## src/rtl/core/jads_pkg.sv

```systemverilog
// Shared types and constants for the joystick axis dead-zone scaler.
// No dependencies; imported by the scaler top level.
`default_nettype none

package jads_pkg;

    // Output and full-scale field widths
    localparam int POS_BITS  = 13;
    localparam int FULL_BITS = 12;

    // Divider shape: quotient bits, bits resolved per stage, stage count
    localparam int QUOT_BITS      = 12;
    localparam int BITS_PER_STAGE = 2;
    localparam int DIV_STAGES     = QUOT_BITS / BITS_PER_STAGE;

    // Register reset values, masked to the sample width where used
    localparam logic [31:0] RST_RAW_MIN        = 32'd18;
    localparam logic [31:0] RST_RAW_MAX        = 32'd4081;
    localparam logic [31:0] RST_RAW_CENTER     = 32'd2010;
    localparam logic [31:0] RST_DEAD_ZONE_HALF = 32'd200;
    localparam logic [FULL_BITS-1:0] RST_NEGATIVE_FULL = 12'h800;
    localparam logic [FULL_BITS-1:0] RST_POSITIVE_FULL = 12'h800;

    // Register indexes on the configuration port
    typedef enum logic [2:0] {
        IDX_RAW_MIN        = 3'd0,
        IDX_RAW_MAX        = 3'd1,
        IDX_RAW_CENTER     = 3'd2,
        IDX_DEAD_ZONE_HALF = 3'd3,
        IDX_NEGATIVE_FULL  = 3'd4,
        IDX_POSITIVE_FULL  = 3'd5
    } reg_idx_t;

    // How an item's position is formed at the end of the pipeline
    typedef enum logic [2:0] {
        K_ZERO,
        K_ERR,
        K_SAT_NEG,
        K_SAT_POS,
        K_DIV
    } item_kind_t;

endpackage

`default_nettype wire

```

## src/rtl/core/joystick_axis_deadzone_scaler.sv

```systemverilog
// Joystick axis dead-zone scaler: maps one raw converter sample to a signed position.
// Depends on jads_pkg for widths, register indexes and the item kind type.
`default_nettype none

// One item enters per cycle (busy stays low) and its result appears on position and
// config_error with a one-cycle done strobe. The pipeline is one classify stage and
// one multiply stage, followed by the 12-bit restoring divider, which resolves two
// quotient bits in each of six stages. The receiver cannot stall the block, so
// results leave in input order on fixed timing. The user must write configuration
// over the APB port only while no item is in flight; the block does not enforce it.
module joystick_axis_deadzone_scaler #(
    parameter int SAMPLE_BITS = 12
) (
    input  wire logic                           clk,
    input  wire logic                           rst_n,
    // command channel
    input  wire logic                           start,
    output logic                                busy,
    input  wire logic [SAMPLE_BITS-1:0]         sample,
    // result channel
    output logic                                done,
    output logic signed [jads_pkg::POS_BITS-1:0] position,
    output logic                                config_error,
    // configuration port
    input  wire logic                           psel,
    input  wire logic                           penable,
    input  wire logic                           pwrite,
    input  wire logic [4:0]                     paddr,
    input  wire logic [31:0]                    pwdata,
    output logic [31:0]                         prdata,
    output logic                                pready
);
    import jads_pkg::*;

    localparam int SB        = SAMPLE_BITS;
    localparam int PROD_BITS = SB + QUOT_BITS;

    // Configuration registers
    logic [SB-1:0]        raw_min_reg;
    logic [SB-1:0]        raw_max_reg;
    logic [SB-1:0]        raw_center_reg;
    logic [SB-1:0]        dead_zone_half_reg;
    logic [FULL_BITS-1:0] negative_full_reg;
    logic [FULL_BITS-1:0] positive_full_reg;

    logic cfg_write;

    assign pready    = 1'b1;
    assign busy      = 1'b0;
    assign cfg_write = psel && penable && pwrite && pready;

    // Write registers on the access cycle
    always_ff @(posedge clk or negedge rst_n)
    begin
        if (!rst_n)
        begin
            raw_min_reg        <= RST_RAW_MIN[SB-1:0];
            raw_max_reg        <= RST_RAW_MAX[SB-1:0];
            raw_center_reg     <= RST_RAW_CENTER[SB-1:0];
            dead_zone_half_reg <= RST_DEAD_ZONE_HALF[SB-1:0];
            negative_full_reg  <= RST_NEGATIVE_FULL;
            positive_full_reg  <= RST_POSITIVE_FULL;
        end
        else if (cfg_write)
        begin
            case (paddr[4:2])
                IDX_RAW_MIN:        raw_min_reg        <= pwdata[SB-1:0];
                IDX_RAW_MAX:        raw_max_reg        <= pwdata[SB-1:0];
                IDX_RAW_CENTER:     raw_center_reg     <= pwdata[SB-1:0];
                IDX_DEAD_ZONE_HALF: dead_zone_half_reg <= pwdata[SB-1:0];
                IDX_NEGATIVE_FULL:  negative_full_reg  <= pwdata[FULL_BITS-1:0];
                IDX_POSITIVE_FULL:  positive_full_reg  <= pwdata[FULL_BITS-1:0];
                default:            ;
            endcase
        end
    end

    // Read back the addressed register
    always_comb
    begin
        case (paddr[4:2])
            IDX_RAW_MIN:        prdata = {{(32-SB){1'b0}}, raw_min_reg};
            IDX_RAW_MAX:        prdata = {{(32-SB){1'b0}}, raw_max_reg};
            IDX_RAW_CENTER:     prdata = {{(32-SB){1'b0}}, raw_center_reg};
            IDX_DEAD_ZONE_HALF: prdata = {{(32-SB){1'b0}}, dead_zone_half_reg};
            IDX_NEGATIVE_FULL:  prdata = {{(32-FULL_BITS){negative_full_reg[FULL_BITS-1]}},
                                          negative_full_reg};
            IDX_POSITIVE_FULL:  prdata = {{(32-FULL_BITS){1'b0}}, positive_full_reg};
            default:            prdata = 32'd0;
        endcase
    end

    // ------------------------------------------------------------------
    // Classify stage: dead zone, side of center, divisor, saturation
    // ------------------------------------------------------------------
    logic                 in_accept;
    logic [SB:0]          s_ext, c_ext, lo_ext, hi_ext, dz_ext;
    logic                 in_dead;
    logic [POS_BITS-1:0]  nf_neg;
    item_kind_t           cls_kind;
    logic                 cls_neg;
    logic [SB-1:0]        cls_diff;
    logic [FULL_BITS-1:0] cls_mag;
    logic [SB-1:0]        cls_span;

    assign in_accept = start && !busy;
    assign s_ext     = {1'b0, sample};
    assign c_ext     = {1'b0, raw_center_reg};
    assign lo_ext    = {1'b0, raw_min_reg};
    assign hi_ext    = {1'b0, raw_max_reg};
    assign dz_ext    = {1'b0, dead_zone_half_reg};
    assign in_dead   = (s_ext + dz_ext > c_ext) && (s_ext < c_ext + dz_ext);
    assign nf_neg    = -{negative_full_reg[FULL_BITS-1], negative_full_reg};

    always_comb
    begin
        cls_kind = K_ZERO;
        cls_neg  = 1'b0;
        cls_diff = '0;
        cls_mag  = '0;
        cls_span = '0;
        if (in_dead)
        begin
            cls_kind = K_ZERO;
        end
        else if (s_ext < c_ext)
        begin
            cls_diff = raw_center_reg - sample;
            cls_span = raw_center_reg - raw_min_reg;
            cls_neg  = negative_full_reg[FULL_BITS-1];
            cls_mag  = negative_full_reg[FULL_BITS-1] ? nf_neg[FULL_BITS-1:0]
                                                      : negative_full_reg;
            if (c_ext == lo_ext)
                cls_kind = K_ERR;
            else if (s_ext <= lo_ext)
                cls_kind = K_SAT_NEG;
            else
                cls_kind = K_DIV;
        end
        else if (s_ext > c_ext)
        begin
            cls_diff = sample - raw_center_reg;
            cls_span = raw_max_reg - raw_center_reg;
            cls_mag  = positive_full_reg;
            if (hi_ext == c_ext)
                cls_kind = K_ERR;
            else if (s_ext >= hi_ext)
                cls_kind = K_SAT_POS;
            else
                cls_kind = K_DIV;
        end
    end

    logic                 s1_valid_reg;
    item_kind_t           s1_kind_reg;
    logic                 s1_neg_reg;
    logic [SB-1:0]        s1_diff_reg;
    logic [FULL_BITS-1:0] s1_mag_reg;
    logic [SB-1:0]        s1_span_reg;

    // ------------------------------------------------------------------
    // Multiply stage
    // ------------------------------------------------------------------
    logic                 s2_valid_reg;
    item_kind_t           s2_kind_reg;
    logic                 s2_neg_reg;
    logic [PROD_BITS-1:0] s2_prod_reg;
    logic [SB-1:0]        s2_span_reg;

    // ------------------------------------------------------------------
    // Divider stages, two quotient bits each
    // ------------------------------------------------------------------
    logic                 dv_valid_reg [DIV_STAGES];
    item_kind_t           dv_kind_reg  [DIV_STAGES];
    logic                 dv_neg_reg   [DIV_STAGES];
    logic [SB-1:0]        dv_rem_reg   [DIV_STAGES];
    logic [QUOT_BITS-1:0] dv_num_reg   [DIV_STAGES];
    logic [QUOT_BITS-1:0] dv_quot_reg  [DIV_STAGES];
    logic [SB-1:0]        dv_span_reg  [DIV_STAGES];

    logic [SB-1:0]        dv_rem_next  [DIV_STAGES];
    logic [QUOT_BITS-1:0] dv_num_next  [DIV_STAGES];
    logic [QUOT_BITS-1:0] dv_quot_next [DIV_STAGES];

    // Restoring division steps for every stage
    always_comb
    begin
        logic [SB:0]          trial;
        logic [SB-1:0]        rem;
        logic [QUOT_BITS-1:0] num;
        logic [QUOT_BITS-1:0] quot;
        logic [SB-1:0]        span;
        for (int i = 0; i < DIV_STAGES; i++)
        begin
            if (i == 0)
            begin
                rem  = s2_prod_reg[PROD_BITS-1:QUOT_BITS];
                num  = s2_prod_reg[QUOT_BITS-1:0];
                quot = '0;
                span = s2_span_reg;
            end
            else
            begin
                rem  = dv_rem_reg[i-1];
                num  = dv_num_reg[i-1];
                quot = dv_quot_reg[i-1];
                span = dv_span_reg[i-1];
            end
            for (int b = 0; b < BITS_PER_STAGE; b++)
            begin
                trial = {rem, num[QUOT_BITS-1]};
                num   = {num[QUOT_BITS-2:0], 1'b0};
                if (trial >= {1'b0, span})
                begin
                    trial = trial - {1'b0, span};
                    quot  = {quot[QUOT_BITS-2:0], 1'b1};
                end
                else
                begin
                    quot  = {quot[QUOT_BITS-2:0], 1'b0};
                end
                rem = trial[SB-1:0];
            end
            dv_rem_next[i]  = rem;
            dv_num_next[i]  = num;
            dv_quot_next[i] = quot;
        end
    end

    // ------------------------------------------------------------------
    // Output stage: pick and sign the position
    // ------------------------------------------------------------------
    logic                 done_reg;
    logic [POS_BITS-1:0]  position_reg;
    logic                 config_error_reg;
    logic [POS_BITS-1:0]  position_next;
    logic                 config_error_next;
    logic [QUOT_BITS-1:0] last_quot;

    assign last_quot = dv_quot_reg[DIV_STAGES-1];

    always_comb
    begin
        position_next     = '0;
        config_error_next = 1'b0;
        case (dv_kind_reg[DIV_STAGES-1])
            K_ZERO:    position_next = '0;
            K_ERR:     config_error_next = 1'b1;
            K_SAT_NEG: position_next = {negative_full_reg[FULL_BITS-1], negative_full_reg};
            K_SAT_POS: position_next = {1'b0, positive_full_reg};
            K_DIV:     position_next = dv_neg_reg[DIV_STAGES-1] ? -{1'b0, last_quot}
                                                               : {1'b0, last_quot};
            default:   position_next = '0;
        endcase
    end

    // Advance valid bits through every stage
    always_ff @(posedge clk or negedge rst_n)
    begin
        if (!rst_n)
        begin
            s1_valid_reg <= 1'b0;
            s2_valid_reg <= 1'b0;
            for (int i = 0; i < DIV_STAGES; i++)
                dv_valid_reg[i] <= 1'b0;
            done_reg <= 1'b0;
        end
        else
        begin
            s1_valid_reg    <= in_accept;
            s2_valid_reg    <= s1_valid_reg;
            dv_valid_reg[0] <= s2_valid_reg;
            for (int i = 1; i < DIV_STAGES; i++)
                dv_valid_reg[i] <= dv_valid_reg[i-1];
            done_reg <= dv_valid_reg[DIV_STAGES-1];
        end
    end

    // Advance payload through every stage
    always_ff @(posedge clk)
    begin
        s1_kind_reg <= cls_kind;
        s1_neg_reg  <= cls_neg;
        s1_diff_reg <= cls_diff;
        s1_mag_reg  <= cls_mag;
        s1_span_reg <= cls_span;

        s2_kind_reg <= s1_kind_reg;
        s2_neg_reg  <= s1_neg_reg;
        s2_prod_reg <= s1_diff_reg * s1_mag_reg;
        s2_span_reg <= s1_span_reg;

        for (int i = 0; i < DIV_STAGES; i++)
        begin
            dv_rem_reg[i]  <= dv_rem_next[i];
            dv_num_reg[i]  <= dv_num_next[i];
            dv_quot_reg[i] <= dv_quot_next[i];
            if (i == 0)
            begin
                dv_kind_reg[i] <= s2_kind_reg;
                dv_neg_reg[i]  <= s2_neg_reg;
                dv_span_reg[i] <= s2_span_reg;
            end
            else
            begin
                dv_kind_reg[i] <= dv_kind_reg[i-1];
                dv_neg_reg[i]  <= dv_neg_reg[i-1];
                dv_span_reg[i] <= dv_span_reg[i-1];
            end
        end

        position_reg     <= position_next;
        config_error_reg <= config_error_next;
    end

    assign done         = done_reg;
    assign position     = position_reg;
    assign config_error = config_error_reg;

endmodule

`default_nettype wire
```

## config.mk

```make
export PLATFORM = sky130hd
export DESIGN_NAME = joystick_axis_deadzone_scaler
export DESIGN_NICKNAME = d
export VERILOG_FILES = /design/src/rtl/core/jads_pkg.sv /design/src/rtl/core/joystick_axis_deadzone_scaler.sv
export SDC_FILE = /design/constraint.sdc
export NUM_CORES = 1
export LEC_CHECK = 0
export ABC_AREA = 1
export BUFFER_PORTS_ARGS = -buffer_cell sky130_fd_sc_hd__buf_2
export CELL_PAD_IN_SITES_DETAIL_PLACEMENT = 2
export CELL_PAD_IN_SITES_GLOBAL_PLACEMENT = 2
export CORE_MARGIN = 2
export CORE_UTILIZATION = 38
export DETAILED_ROUTE_END_ITERATION = 12
export PLACE_DENSITY = 0.79
export SLEW_MARGIN = 30
export SYNTH_ARGS = -nofsm -noshare
export SYNTH_HDL_FRONTEND = slang
export SYNTH_SLANG_ARGS = --single-unit
```

## constraint.sdc

```tcl
create_clock -name clk -period 6.6 [get_ports clk]
set_input_delay 1.32 -clock clk [delete_from_list [all_inputs] [get_ports clk]]
set_output_delay 1.32 -clock clk [all_outputs]
set_load 0.05 [all_outputs]
```

## Yosys cells after proc, flatten, opt, wreduce, memory -nomap -nowiden

Memories as Yosys holds them, arrays and structs flattened.
Index checks and enable logic that the tools add are counted.

- Reduce and logical (&&, ||, !) cells: 11
- Magnitude comparators: 18
- Multiplexer cells: 41
- Add/sub/neg operators: 20
- $mul: 1
- Eq/ne operators: 11
- Bitwise operators: 1

Operators by type and width:

| operator | count |
|---|---|
| 2-to-1 mux 12 bit | 19 |
| one-hot mux 32 bit (6 select lines) | 1 |
| subtractor 12 bit | 16 |
| greater-or-equal comparator 13 x 12 -> 1 bit | 12 |
| one-hot mux 13 bit (3 select lines) | 1 |
| adder 12 x 12 -> 13 bit | 2 |
| == test 12 bit | 2 |
| multiplier 12 x 12 -> 24 bit | 1 |
| 2-to-1 mux 3 bit | 6 |
| greater-than comparator 13 x 12 -> 1 bit | 1 |
| less-than comparator 12 x 13 -> 1 bit | 1 |
| 2-to-1 mux 1 bit | 13 |
| 2-to-1 mux 13 bit | 1 |
| negation 12 -> 13 bit | 1 |
| == test 3 x 2 -> 1 bit, second input constant | 4 |
| greater-or-equal comparator 12 bit | 1 |
| greater-than comparator 12 bit | 1 |
| less-or-equal comparator 12 bit | 1 |
| less-than comparator 12 bit | 1 |
| negation 12 bit | 1 |
| AND reduction 2 bit | 6 |
| == test 3 bit, second input constant | 3 |
| == test 3 x 1 -> 1 bit, second input constant | 2 |
| logical AND 1 bit | 3 |
| 3 further kinds | 3 |

- Logic and storage cells: 135
- Memories kept: 6
- Register bits: 175
- RAM bits: 300

Memories:

| memory | words | bits a word | rd ports | clocked after memory_dff | wr ports | RTL line | RTL |
|---|---|---|---|---|---|---|---|
| dv_quot_reg | 6 | 12 | 6 | 0 | 6 | joystick_axis_deadzone_scaler.sv:178 | `logic [QUOT_BITS-1:0] dv_quot_reg [DIV_STAGES];` |
| dv_rem_reg | 6 | 12 | 5 | 0 | 6 | joystick_axis_deadzone_scaler.sv:176 | `logic [SB-1:0] dv_rem_reg [DIV_STAGES];` |
| dv_span_reg | 6 | 12 | 5 | 0 | 6 | joystick_axis_deadzone_scaler.sv:179 | `logic [SB-1:0] dv_span_reg [DIV_STAGES];` |
| dv_num_reg | 6 | 10 | 5 | 0 | 6 | joystick_axis_deadzone_scaler.sv:177 | `logic [QUOT_BITS-1:0] dv_num_reg [DIV_STAGES];` |
| dv_kind_reg | 6 | 3 | 6 | 0 | 6 | joystick_axis_deadzone_scaler.sv:174 | `item_kind_t dv_kind_reg [DIV_STAGES];` |
| dv_neg_reg | 6 | 1 | 6 | 0 | 6 | joystick_axis_deadzone_scaler.sv:175 | `logic dv_neg_reg [DIV_STAGES];` |

## Depth between registers and ports, before layout

- Word-level depth: 5
- Mapped depth: 25
- Gate-level depth less buffers: 24

## Worst setup path before layout

No wires, ideal clock.

- Kind: input to output
- Start: input paddr[2]
- End: output prdata[13]
- Data arrival time: 3415 ps
- Slack: 1865 ps
- Stages on the path: 5
- Cell sequence: nor2_1 > nand2_1 > clkbuf_1 > nor2_1 > buf_4

- Word-level cells in the longest chain between the ends: 2

RTL lines:

| what | RTL line | RTL |
|---|---|---|
| start, declared | joystick_axis_deadzone_scaler.sv:28 | `input wire logic [4:0] paddr,` |
| == test 3 bit, or another cell as far along | joystick_axis_deadzone_scaler.sv:81 | `case (paddr[4:2])` |
| one-hot mux 32 bit (6 select lines) (*) | joystick_axis_deadzone_scaler.sv:81 |  |
| end, declared | joystick_axis_deadzone_scaler.sv:30 | `output logic [31:0] prdata,` |

Mark *: on every way between the ends. The rest lies on a longest branch, timed or not.

## Worst setup path in the final report

- Start: register s1_diff_reg[5]
- End: register s2_prod_reg[21]

- Word-level cells in the longest chain between the ends: 1

RTL lines:

| what | RTL line | RTL |
|---|---|---|
| start, declared | joystick_axis_deadzone_scaler.sv:157 | `logic [SB-1:0] s1_diff_reg;` |
| start signal, assigned | joystick_axis_deadzone_scaler.sv:284 | `s1_diff_reg <= cls_diff;` |
| multiplier 12 x 12 -> 24 bit | joystick_axis_deadzone_scaler.sv:290 | `s2_prod_reg <= s1_diff_reg * s1_mag_reg;` |
| end signal, assigned | joystick_axis_deadzone_scaler.sv:290 |  |
| end, declared | joystick_axis_deadzone_scaler.sv:167 | `logic [PROD_BITS-1:0] s2_prod_reg;` |

No other way between the ends.
A chain may end at the register's enable or synchronous reset.

==> summary.txt <==
STA
  – Fin crit share: 83.0%
  – Fmax achieved: 183 MHz
  – RSZ-0062 raised after global routing: no
  – Final Skew: 20.1 ps
  – # setup viols final: 0
  – Fin crit period: 5480 ps
  – Final setup TNS: 0 ps
  – Worst-Margin Slew: 941 ps
  – Final hold violation count: 0
  – Worst slew margin: 37.0%
  – Max Slew Vio Count: 0

GRT
  – Initial antenna violation count: 0
  – GR Util All Layers: 26.0%
  – Largest net degree at the start of global routing: 57
  – Vias in the first global route: 28500
  – Gr ovfl total: 0
  – First-pass GRT wire length: 160000 µm

Floorplanning
  – Die height: 279 µm
  – Row cnt: 101
  – Chip width: 279 µm
  – Starting density of the core: 38.2%
  – I/O pin total: 104
  – Core footprint: 0.0756 mm²
  – Die ar.: 0.0781 mm²

Synthesis
  – Area leader, netlist: dfxtp_1
  – Synth area leaders: dfxtp_1, ha_1, nand2_1
  – Synth cell count leaders: nand2_1, inv_1, ha_1, dfxtp_1, nor2_1
  – Post-Synthesis Cells: 3812
  – Average size of a mapped cell: 7.57 µm²
  – Seq cells post-synth: 391
  – Async SR Flop Fraction: 20.7%
  – Sequential area share after synthesis: 28.7%
  – Synth warn: 0
  – Synth Net Count: 4308
  – Yosys top cell area share: 21.5%
  – Post-synth EDFFs: 0
  – Most common cell in the synthesized netlist: nand2_1
  – Netlist Area Pre-Place: 0.0288 mm²
  – Netlist cell types: 60
  – Ys flop type: dfxtp_1

Placement
  – GPL Wtd Cong: 0.889
  – Port-buffer cells: 79
  – Detailed-placement wirelength estimate: 80300 µm
  – Placed insts: 4771
  – Placed Area: 0.0299 mm²

Worst setup path
  – Crit path launch type: flop
  – Reg2reg end: s2_prod_reg[21]
  – R2R cell count: 17
  – Critical Path End: s2_prod_reg[21]
  – Cell depth of the worst setup path: 17
  – Worst Path Buf+Inv: 3
  – Critical Path Sink Type: flop
  – Crit Path Class: reg -> reg
  – Most Frequent Cell on Critical Path: fa_1
  – Critical Path AT: 5990 ps
  – R2R Setup Slk: 1120 ps
  – Family with the most delay on the worst path: adder cells
  – Slowest CP cell: dfxtp_1
  – Crit-path cells: nand2_1, fa_1, fa_1, fa_1, inv_1, fa_1, inv_1, fa_1, inv_1, ha_1, nand2_1, o21ai_0, a21oi_1, o21ai_0, nand3_1, nand2_1, xor2_1
  – CP Data Required Time: 7110 ps
  – CP startpoint: s1_diff_reg[5]
  – R2R Path Start: s1_diff_reg[5]
  – Critical Path Max Stage Delay: 670 ps
  – Crit-path max FO: 12

Flow run
  – Maxcap violations: 0

Clock tree
  – Clock-pin slew on the worst setup and hold paths: 70 ps
  – Root Buffer: clkbuf_16
  – H-tree Lvls: 2
  – CTS Sinks: 391
  – Clock Tree Buf Depth: 3
  – Cts bufs inserted: 46
  – Post-CTS Setup Bufs: 0
  – Post-CTS Resized: 0
  – Worst-Skew Late Latency: 600 ps
  – CTS tree: built
  – CTS hold repair buffers: 0

Route
  – Final WL: 100000 µm
  – DR iter-0 viols: 1002
  – Via count: 25600
  – Remaining routing DRC violations: 0
  – Via density: 5.27
  – Wirelength per Cell: 20.7 µm
  – Routed Antenna Nets: 0
  – DR pass1 iterations: 5

Layout
  – Fin nets: 4337
  – Area Overhead vs Synth: 9.18%
  – Non-Filler Instances: 4857
  – Share of cells above drive strength 1: 7.17%
  – Design Area, Final: 0.0315 mm²
  – Diode count: 0

Outcome
  – Status: complete, no violations

Hold path
  – HP Class: reg -> reg
layout by cell type (no fill, tap or decap), types with 5 or more instances in the layout:
master      Yosys  final
nand2_1       876    876
inv_1         628    628
ha_1          324    324
dfxtp_1       310    310
nor2_1        245    244
nand3_1       212    212
a21oi_1       211    211
o21ai_0       177    177
fa_1          117    117
xor2_1         93     93
buf_2          14     78
xnor2_1        67     67
dfrtp_1        57     57
nand4_1        47     47
clkbuf_16       0     47
nor3_1         44     44
o22ai_1        26     26
dfstp_2        24     24
a21o_1         22     22
o211ai_1       21     21
a21oi_2        19     19
a31oi_1        19     19
a22oi_1        17     17
or2_2          16     16
nand3_2        13     13
o21ai_1        12     12
nor2_2         11     11
o21bai_1       10     10
o21a_1         10     10
clkbuf_8        0     10
nand2_2         9      9
nand3b_1        9      9
buf_4          40      9
o221ai_1        8      8
a21boi_0        8      8
clkbuf_1       44      8
clkinv_2        0      6
o31ai_1         5      5
clkinvlp_4      0      5
layout make-up:
| cell class | count | area (µm²) |
|---|---|---|
| timing repair buffer | 87 | 458 |
| sequential | 391 | 8260 |
| multi-input combinational | 2683 | 17600 |
| clock inverter | 21 | 251 |
| inverter | 632 | 2370 |
| fill | 8903 | 44100 |
| tap | 978 | 1220 |
| clock buffer | 65 | 1340 |
metal layers:
layer / up-vias / routed length, µm / part of all wire [%] / track usage, %
met5: - / 0 / 0 / 0
met4: 0 / 3640 / 3.6 / 8.97
met3: 183 / 2690 / 2.7 / 3.01
met2: 336 / 50100 / 50 / 46.7
met1: 12800 / 44000 / 44 / 32.0
li1: 12300 / - / - / -
through the flow:
stage               setup WS [ps]  hold slack, ps  util, %
floorplan                    1860             310        -
global placement             1270             310     39.5
detailed placement           1170             314     39.5
CTS                          1130             319     41.7
global route                  802             326     41.7
finish                       1120             319     41.7
cells by family (layout without fill, tap and decap cells):
group | Yosys count | in the layout | share of synthesized area [%]
simple gates | 1500 | 1500 | 22.1
buf+inv | 738 | 805 | 10.4
compound gates | 580 | 580 | 11.7
fa+ha+maj | 441 | 441 | 22.2
flops | 391 | 391 | 28.7
xor+xnor | 160 | 160 | 4.86
other cells | 2 | 2 | 0.0260
worst reg2reg max path, stage by stage (launching register included):
cell	delay, ps
dfxtp_1	670
nand2_1	170
fa_1	590
fa_1	440
fa_1	500
inv_1	60
fa_1	540
inv_1	60
fa_1	540
inv_1	40
ha_1	360
nand2_1	90
o21ai_0	400
a21oi_1	200
o21ai_0	380
nand3_1	130
nand2_1	100
xor2_1	150
worst min path at each step:
stage / startpoint / to / cells past startpoint
finish: dv_quot_reg[2][0] / dv_quot_reg[3][2] / 0
global route: s2_kind_reg[0] / dv_kind_reg[0][0] / 0
CTS: s2_kind_reg[0] / dv_kind_reg[0][0] / 0
detailed placement: dv_kind_reg[2][2] / dv_kind_reg[3][2] / 0
global placement: dv_num_reg[3][6] / dv_num_reg[4][8] / 0
floorplan: s2_kind_reg[0] / dv_kind_reg[0][0] / 0
Power is left out: the tool's default activity adds up to more than one toggle a clock period on the data nets, which glitch-free logic cannot reach.
